### config.mk
export PLATFORM = sky130hd
export DESIGN_NAME = multilevel_priority_fifo_scheduler_top
export DESIGN_NICKNAME = d
export VERILOG_FILES = /design/src/rtl/mpfs_pkg.sv /design/src/rtl/mpfs_ram.sv /design/src/rtl/multilevel_priority_fifo_scheduler_top.sv
export SDC_FILE = /design/constraint.sdc
export NUM_CORES = 1
export LEC_CHECK = 0
export BUFFER_PORTS_ARGS = -buffer_cell sky130_fd_sc_hd__clkbuf_2
export CORE_AREA = 4 4 392 239
export CTS_CLUSTER_DIAMETER = 100
export DETAILED_ROUTE_END_ITERATION = 10
export DIE_AREA = 0 0 396 243
export GPL_TIMING_DRIVEN = 0
export PLACE_DENSITY_LB_ADDON = 0.3
export SYNTH_ARGS = -nofsm -noshare
export SYNTH_HDL_FRONTEND = slang
export SYNTH_SLANG_ARGS = --single-unit
### constraint.sdc
create_clock -name clk -period 5.3 [get_ports clk]
set_clock_uncertainty 0.2 [all_clocks]
set_input_delay 0.53 -clock clk [delete_from_list [all_inputs] [get_ports clk]]
set_output_delay 0.53 -clock clk [all_outputs]
set_load 0.05 [all_outputs]
### src/rtl/mpfs_pkg.sv
// ----------------------------------------------------------------------------
// mpfs_pkg
// Shared types and command codes for the multilevel priority FIFO scheduler.
// ----------------------------------------------------------------------------
package mpfs_pkg;

  // queue geometry, fixed by the result field widths
  localparam int LEVELS      = 7;
  localparam int QUEUE_DEPTH = 16;
  localparam int ID_BITS     = 6;

  typedef enum logic [1:0] {
    CMD_SCHEDULE = 2'd0,
    CMD_POP      = 2'd1,
    CMD_REMOVE   = 2'd2,
    CMD_NONE     = 2'd3
  } cmd_t;

  typedef enum logic [4:0] {
    ST_IDLE  = 5'b00001,
    ST_READ  = 5'b00010,
    ST_POP   = 5'b00100,
    ST_RSCAN = 5'b01000,
    ST_DONE  = 5'b10000
  } state_t;

endpackage

### src/rtl/mpfs_ram.sv
// ----------------------------------------------------------------------------
// mpfs_ram
// Generic single-write, single-read synchronous RAM with registered read.
// ----------------------------------------------------------------------------
module mpfs_ram #(
  parameter int WIDTH = 8,
  parameter int DEPTH = 16
) (
  input  logic                     clk,
  input  logic                     we,
  input  logic [$clog2(DEPTH)-1:0] waddr,
  input  logic [WIDTH-1:0]         wdata,
  input  logic [$clog2(DEPTH)-1:0] raddr,
  output logic [WIDTH-1:0]         rdata
);

  logic [WIDTH-1:0] mem [DEPTH];

  // write port and registered read port
  always_ff @(posedge clk) begin
    if (we) begin
      mem[waddr] <= wdata;
    end
    rdata <= mem[raddr];
  end

endmodule

### src/rtl/multilevel_priority_fifo_scheduler_top.sv
// ----------------------------------------------------------------------------
// multilevel_priority_fifo_scheduler_top
// Run queues of thread ids, one circular FIFO per priority level in a RAM.
// ----------------------------------------------------------------------------
// Usage: a command word is taken when start is high and busy is low.
// cmd 0 appends in_thread_id to the queue of the clamped priority level,
// cmd 1 pops the head of the highest non-empty level, cmd 2 deletes every
// copy of an id from all levels keeping order, cmd 3 only reports the count.
// Each command gives one result word, marked by out_valid for one cycle;
// busy stays high through that cycle, so no command word is taken at the edge
// that ends it.
// Pop does one RAM read of the head; remove walks every stored entry of all
// levels through the single RAM read port, compacting in place.
// The queue RAM is one read and one write port; each level keeps head and
// count registers, so no clearing pass is needed after reset: all counts
// reset to zero and the block is ready at once. The receiver cannot stall;
// each result is shown exactly once.
// ----------------------------------------------------------------------------
module multilevel_priority_fifo_scheduler_top
  import mpfs_pkg::*;
(
  input  logic               clk,
  input  logic               rst_n,
  input  logic               start,
  output logic               busy,
  input  logic [1:0]         in_cmd,
  input  logic [ID_BITS-1:0] in_thread_id,
  input  logic signed [7:0]  in_priority_req,
  output logic               out_valid,
  output logic               out_found,
  output logic [ID_BITS-1:0] out_thread_out,
  output logic [6:0]         out_removed_count,
  output logic               out_overflow,
  output logic [6:0]         out_pending_count
);

  localparam int LW = $clog2(LEVELS);
  localparam int DW = $clog2(QUEUE_DEPTH);
  localparam int CW = $clog2(QUEUE_DEPTH + 1);
  localparam int AW = $clog2(LEVELS * QUEUE_DEPTH);

  // per-level circular buffer pointers
  logic [DW-1:0] head_r [LEVELS];
  logic [CW-1:0] cnt_r  [LEVELS];
  logic [6:0]    pend_r;

  state_t            st_r;
  cmd_t              cmd_r;
  logic [ID_BITS-1:0] id_r;
  logic [LW-1:0]     lvl_r;
  logic [CW-1:0]     idx_r;   // read index within current level
  logic [CW-1:0]     wcnt_r;  // kept entries in current level
  logic [6:0]        rem_r;
  logic              rvld_r;  // a read was issued last cycle
  logic [DW-1:0]     rpos_r;  // offset field, never assigned or read

  logic              accept;
  logic              we;
  logic [AW-1:0]     waddr, raddr;
  logic [ID_BITS-1:0] wdata, rdata;

  mpfs_ram #(.WIDTH(ID_BITS), .DEPTH(LEVELS * QUEUE_DEPTH)) u_ram (
    .clk(clk), .we(we), .waddr(waddr), .wdata(wdata), .raddr(raddr), .rdata(rdata)
  );

  // command word handshake
  assign accept = start && !busy;

  // clamp of the requested priority to a level index
  logic [LW-1:0] clamp_lvl;
  always_comb begin
    if (in_priority_req < 8'sd1) begin
      clamp_lvl = '0;
    end else if (in_priority_req > 8'(LEVELS)) begin
      clamp_lvl = LW'(LEVELS - 1);
    end else begin
      clamp_lvl = LW'(in_priority_req - 8'sd1);
    end
  end

  // highest non-empty level
  logic          any_q;
  logic [LW-1:0] top_lvl;
  always_comb begin
    any_q   = 1'b0;
    top_lvl = '0;
    for (int l = 0; l < LEVELS; l++) begin
      if (cnt_r[l] != '0) begin
        any_q   = 1'b1;
        top_lvl = LW'(l);
      end
    end
  end

  function automatic logic [AW-1:0] addr_of(logic [LW-1:0] l, logic [DW-1:0] off);
    logic [AW:0] a;
    a = (AW+1)'(l) * (AW+1)'(QUEUE_DEPTH) + (AW+1)'(off);
    return a[AW-1:0];
  endfunction

  logic [DW-1:0] cur_head;
  logic [CW-1:0] cur_cnt;
  assign cur_head = head_r[lvl_r];
  assign cur_cnt  = cnt_r[lvl_r];

  // memory port control
  always_comb begin
    we    = 1'b0;
    waddr = addr_of(clamp_lvl, DW'(head_r[clamp_lvl] + DW'(cnt_r[clamp_lvl])));
    wdata = in_thread_id;
    raddr = addr_of(lvl_r, DW'(cur_head + DW'(idx_r)));
    if (st_r == ST_IDLE) begin
      we = accept && (cmd_t'(in_cmd) == CMD_SCHEDULE) &&
           (cnt_r[clamp_lvl] < CW'(QUEUE_DEPTH));
      raddr = addr_of(top_lvl, head_r[top_lvl]);
    end else if (st_r == ST_RSCAN) begin
      waddr = addr_of(lvl_r, DW'(cur_head + DW'(wcnt_r)));
      wdata = rdata;
      we    = rvld_r && (rdata != id_r);
    end
  end

  // control sequencer
  always_ff @(posedge clk) begin
    if (!rst_n) begin
      st_r      <= ST_IDLE;
      pend_r    <= '0;
      out_valid <= 1'b0;
      rvld_r    <= 1'b0;
      for (int l = 0; l < LEVELS; l++) begin
        head_r[l] <= '0;
        cnt_r[l]  <= '0;
      end
    end else begin
      out_valid <= 1'b0;
      unique case (st_r)
        ST_IDLE: begin
          if (accept) begin
            cmd_r             <= cmd_t'(in_cmd);
            id_r              <= in_thread_id;
            lvl_r             <= top_lvl;
            out_found         <= 1'b0;
            out_thread_out    <= '0;
            out_removed_count <= '0;
            out_overflow      <= 1'b0;
            rem_r             <= '0;
            unique case (cmd_t'(in_cmd))
              CMD_SCHEDULE: begin
                if (cnt_r[clamp_lvl] < CW'(QUEUE_DEPTH)) begin
                  cnt_r[clamp_lvl] <= cnt_r[clamp_lvl] + 1'b1;
                  pend_r           <= pend_r + 1'b1;
                end else begin
                  out_overflow <= 1'b1;
                end
                st_r <= ST_DONE;
              end
              CMD_POP: st_r <= any_q ? ST_POP : ST_DONE;
              CMD_REMOVE: begin
                lvl_r  <= '0;
                idx_r  <= '0;
                wcnt_r <= '0;
                rvld_r <= 1'b0;
                st_r   <= ST_RSCAN;
              end
              default: st_r <= ST_DONE;
            endcase
          end
        end
        ST_POP: begin
          // head read issued in idle is valid now
          out_found         <= 1'b1;
          out_thread_out    <= rdata;
          head_r[lvl_r]     <= DW'(cur_head + 1'b1);
          cnt_r[lvl_r]      <= cur_cnt - 1'b1;
          pend_r            <= pend_r - 1'b1;
          st_r              <= ST_DONE;
        end
        ST_RSCAN: begin
          // compact in place: read slot idx, write kept words at wcnt
          if (rvld_r) begin
            if (rdata == id_r) begin
              rem_r <= rem_r + 1'b1;
            end else begin
              wcnt_r <= wcnt_r + 1'b1;
            end
          end
          if (idx_r < cur_cnt) begin
            rvld_r <= 1'b1;
            idx_r  <= idx_r + 1'b1;
          end else if (!rvld_r) begin
            cnt_r[lvl_r] <= wcnt_r;
            idx_r        <= '0;
            wcnt_r       <= '0;
            if (lvl_r == LW'(LEVELS - 1)) begin
              st_r              <= ST_DONE;
              out_removed_count <= rem_r;
              pend_r            <= pend_r - rem_r;
            end else begin
              lvl_r <= lvl_r + 1'b1;
            end
          end else begin
            rvld_r <= 1'b0;
          end
        end
        ST_DONE: begin
          out_pending_count <= pend_r;
          out_valid         <= 1'b1;
          st_r              <= ST_IDLE;
        end
        default: st_r <= ST_IDLE;
      endcase
    end
  end

  assign busy = (st_r != ST_IDLE) || out_valid;

  // checks
  a_no_start_while_busy: assert property (@(posedge clk) disable iff (!rst_n)
    (st_r != ST_IDLE) |-> busy) else $error("busy low while working");
  a_done_strobe: assert property (@(posedge clk) disable iff (!rst_n)
    (st_r == ST_DONE) |=> out_valid) else $error("missing result strobe");
  a_pop_found: assert property (@(posedge clk) disable iff (!rst_n)
    (st_r == ST_POP) |=> ##1 (out_valid && out_found)) else $error("pop lost");
  a_pend_bound: assert property (@(posedge clk) disable iff (!rst_n)
    pend_r <= 7'(LEVELS * QUEUE_DEPTH)) else $error("pending overflow");

endmodule
==> key figures <==
Floorplan
  • Total I/O pin count: 43
  • Row count: 85
  • Die width: 396 µm
  • Starting Density: 39.9%
  • Core area: 0.0897 mm²
  • Total die area: 0.0962 mm²
  • Die Ht: 243 µm

Critical path
  • Worst r2r dst: u_ram.rdata[5]
  • R2R Setup Slk: -0.20 ns
  • Crit path DAT: 5.80 ns
  • Startpoint Class: register
  • Path depth of the worst reg2reg path: 17
  • Worst Setup End Kind: register
  • Setup CP Type: reg2reg
  • CP Max Fanout: 10
  • CP required: 5.60 ns

Logic synthesis
  • Gate Count Post-Synth: 2957
  • Area share of and/or/nand/nor cells after synthesis: 17.2%
  • Sequential element share of the synthesized area: 67.5%
  • Asr flop ratio synth: 0%
  • Main combinational cell family by area after synthesis: simple AND/OR/NAND/NOR gates
  • Complex-gate fraction of the synthesized area: 7.06%
  • Synth Area in XOR/XNOR: 0.930%
  • Ys flop type: edfxtp_1
  • Cell variety after synth: 89
  • Ys Warns: 0
  • EDFF count, synth: 783
  • Synthesized area per cell: 12.1 µm²
  • Adder-cell share of the synthesized area: 1.34%
  • Mapped cell area: 0.0358 mm²
  • Post-synthesis mux area share: 3.01%
  • Seq cells post-synth: 814
  • Syn_nets: 3012

Placed design
  • PortBufs: 42
  • HPWL after DPL: 94200 µm
  • Routability cong.: 1.03
  • Dpl ws: -2.50 ns
  • Placed cells: 4227

STA
  • Final setup viols: 6
  • Fmax: 0.182 GHz
  • Post-route worst setup slack: -0.204 ns
  • RSZ-0062 raised after global routing: true
  • Final-report max-slew violation count: 11
  • Final worst path period share: 104%
  • Crit path time final: 5.50 ns
  • Worst slew pin tran: 1.57 ns
  • Relative slew margins: -5.66%
  • Final hold violation count: 0

Global routing
  • Initial antenna violation count: 2
  • GR Util All Layers: 27.1%
  • First-pass GRT wire length: 185000 µm
  • Vias in the first global route: 24.4k
  • Total grt overflow: 0
  • Largest net degree at the start of global routing: 80

Clocking
  • Number of H-tree levels: 3
  • Clock buffer depth: 3
  • CTS Buf Count: 75
  • Clock latency on the worst-skew pair: 0.66 ns
  • CTS root buffer: clkbuf_16
  • CTS tree: done
  • Clock-pin slew on the worst setup and hold paths: 0.07 ns
  • Clk sinks: 814

Route
  • WL met2: 46700 µm
  • Antenna-violating nets left: 0
  • Max Used Layer: met5
  • WL/cell: 30.2 µm
  • Initial DRC Count: 4976
  • Vias: 27.3k
  • Met3 Routed Length: 27200 µm
  • Number of remaining DRC errors: 0
  • Wl on met1: 56100 µm
  • Total Wirelength: 134000 µm
  • Drt pass-1 iters: 7
  • DR vias/cell: 6.16

Finish
  • Area delta synth->final: 18.0%
  • Commonest cells after routing, fill and taps aside: edfxtp_1, nand2_1, nand3_1, nor2_1, nor2_4
  • FILL cells: 8049
  • Fraction of layout instances using a drive strength above 1: 18.8%
  • Fin cells: 4427
  • Commonest non-fill, non-tap cell in the layout: edfxtp_1
  • Final #Nets: 3203

Min path
  • Worst Hold Path Cells: 4
  • Hold endpoint: st_r[3]
  • Min-delay src: in_cmd[1]
  • Hold Crit Class: in2reg

Pwr
  • Lkg Pwr: 0.0144 µW
  • Peak supply drop: 0.411 mV
  • Pwr Density: 574 mW/mm²

Status
  • Violated checks: capacitance limit, slew limit, setup timing
  • Status: complete, but fails checks

Flow run
  • Maxcap violations: 2
-- cell type report --
type	count	area [µm²]	share of cell area [%]
well taps	1218	1520	3.61
inverters	36	135	0.320
multi-input cells	1940	11900	28.2
repair buffers	122	1110	2.64
clock buffers	98	1990	4.72
clock inverters	39	293	0.694
plain buffers	159	1100	2.61
diodes	1	2.50	0.00593
flip-flops and latches	814	24100	57.2
-- Yosys cell counts, drive strengths merged, types with 8 or more instances --
master,number,area (µm²)
a211oi,11,92.6
a21boi,9,67.6
a21o,19,143
a21oi,114,571
a221oi,15,138
a22oi,8,60.1
a311oi,9,78.8
a31oi,23,159
a32oi,23,201
and2,27,169
and3,15,93.8
buf,105,701
clkbuf,62,233
dfxtp,31,621
edfxtp,783,23500
ha,32,400
inv,36,135
mux2i,58,581
mux4,21,473
nand2,700,2640
nand3,300,1510
nand4,34,213
nor2,253,970
nor3,11,60.1
nor4,10,96.4
o2111ai,8,70.1
o211ai,13,103
o21ai,81,417
or2,8,50.1
or4,10,82.6
xnor2,21,184
xor2,17,149
-- worst max-delay path, cell delays in order, from the launching register on --
cell      delay [ns]
dfxtp_4         0.40
buf_12          0.17
mux4_2          0.55
mux2i_4         0.30
buf_4           0.17
buf_4           0.17
fa_1            0.54
a32oi_2         0.25
and2_1          0.26
buf_6           0.15
buf_8           0.19
nor2_4          0.07
buf_4           0.19
nand3_1         0.10
nand3_1         0.11
o211ai_1        0.84
nor4_2          0.19
a211oi_2        0.47
-- flip-flops by register name (all words and copies together), names as in the netlist, named ones only --
| register | flops |
|---|---|
| out_removed_count | 7 |
| head_r | 32 |
| pend_r | 7 |
| u_ram.rdata | 6 |
| out_found | 1 |
| id_r | 6 |
| wcnt_r | 5 |
| idx_r | 5 |
| out_valid | 1 |
| cnt_r | 40 |
| rem_r | 7 |
| out_overflow | 1 |
| lvl_r | 3 |
| u_ram.mem | 672 |
| out_pending_count | 7 |
| rvld_r | 1 |
| st_r | 4 |
| out_thread_out | 6 |
-- layer usage --
metal	up-vias	track usage, %
li1	11256	-
met1	13553	40.6
met2	2199	31.2
met3	257	17.5
met4	12	5.70
met5	-	3.22
-- stage by stage --
step | instance area [µm²] | hold slack, ns | total power [µW] | util [%] | setup TNS [ns]
2_1_floorplan | 35800 | 0.217 | 12800 | - | 0
5_1_grt | 42200 | 0.0930 | 24600 | 47.1 | -7.05
3_3_place_gp | 37500 | 0.232 | 17500 | 41.8 | -2533.22
4_1_cts | 41600 | 0.0565 | 23100 | 46.4 | -2.68
6_report | 42200 | 0.105 | 24200 | 47.1 | -0.591
3_5_place_dp | 37800 | 0.233 | 17500 | 42.1 | -1145.94
-- worst max path at each step --
stage	end	slack (ns)	start	depth (start not counted)
6_report	u_ram.rdata[5]	-0.20	register	17
5_1_grt	u_ram.mem[77][5]	-0.09	in_priority_req[6]	19
4_1_cts	u_ram.mem[34][3]	-0.06	in_priority_req[6]	18
3_5_place_dp	u_ram.rdata[1]	-2.50	register	19
3_3_place_gp	u_ram.rdata[1]	-2.53	register	18
2_1_floorplan	u_ram.mem[54][0]	0.30	in_priority_req[6]	17
-- repair_timing --
action / 4_1_cts / 5_1_grt
hold buffers: 6 / 0
endpoints found under the hold margin: 6 / 0
setup buffers: 30 / 34
endpoints found under the setup margin: 748 / 678
pin swaps: 25 / 34
resized for setup: 346 / 97
-- power by group --
group | internal, µW | switching [µW] | total, µW | leakage (µW)
Sequential | 7230 | 113 | 7340 | 0.00738
Clock | 2820 | 2480 | 5300 | 0.00112
Combinational | 2890 | 8680 | 11600 | 0.00593
-- logic make-up (layout without fill, tap and decap cells) --
family | Yosys count | in the layout
AO/OA/AOI/OAI | 382 | 382
XOR/XNOR | 38 | 38
adder cells (fa/ha/maj) | 36 | 36
buffers and inverters | 203 | 454
flip-flops | 814 | 814
multiplexers | 81 | 81
other | 0 | 1
AND/OR/NAND/NOR | 1403 | 1403
(Power assumes the default switching activity.)
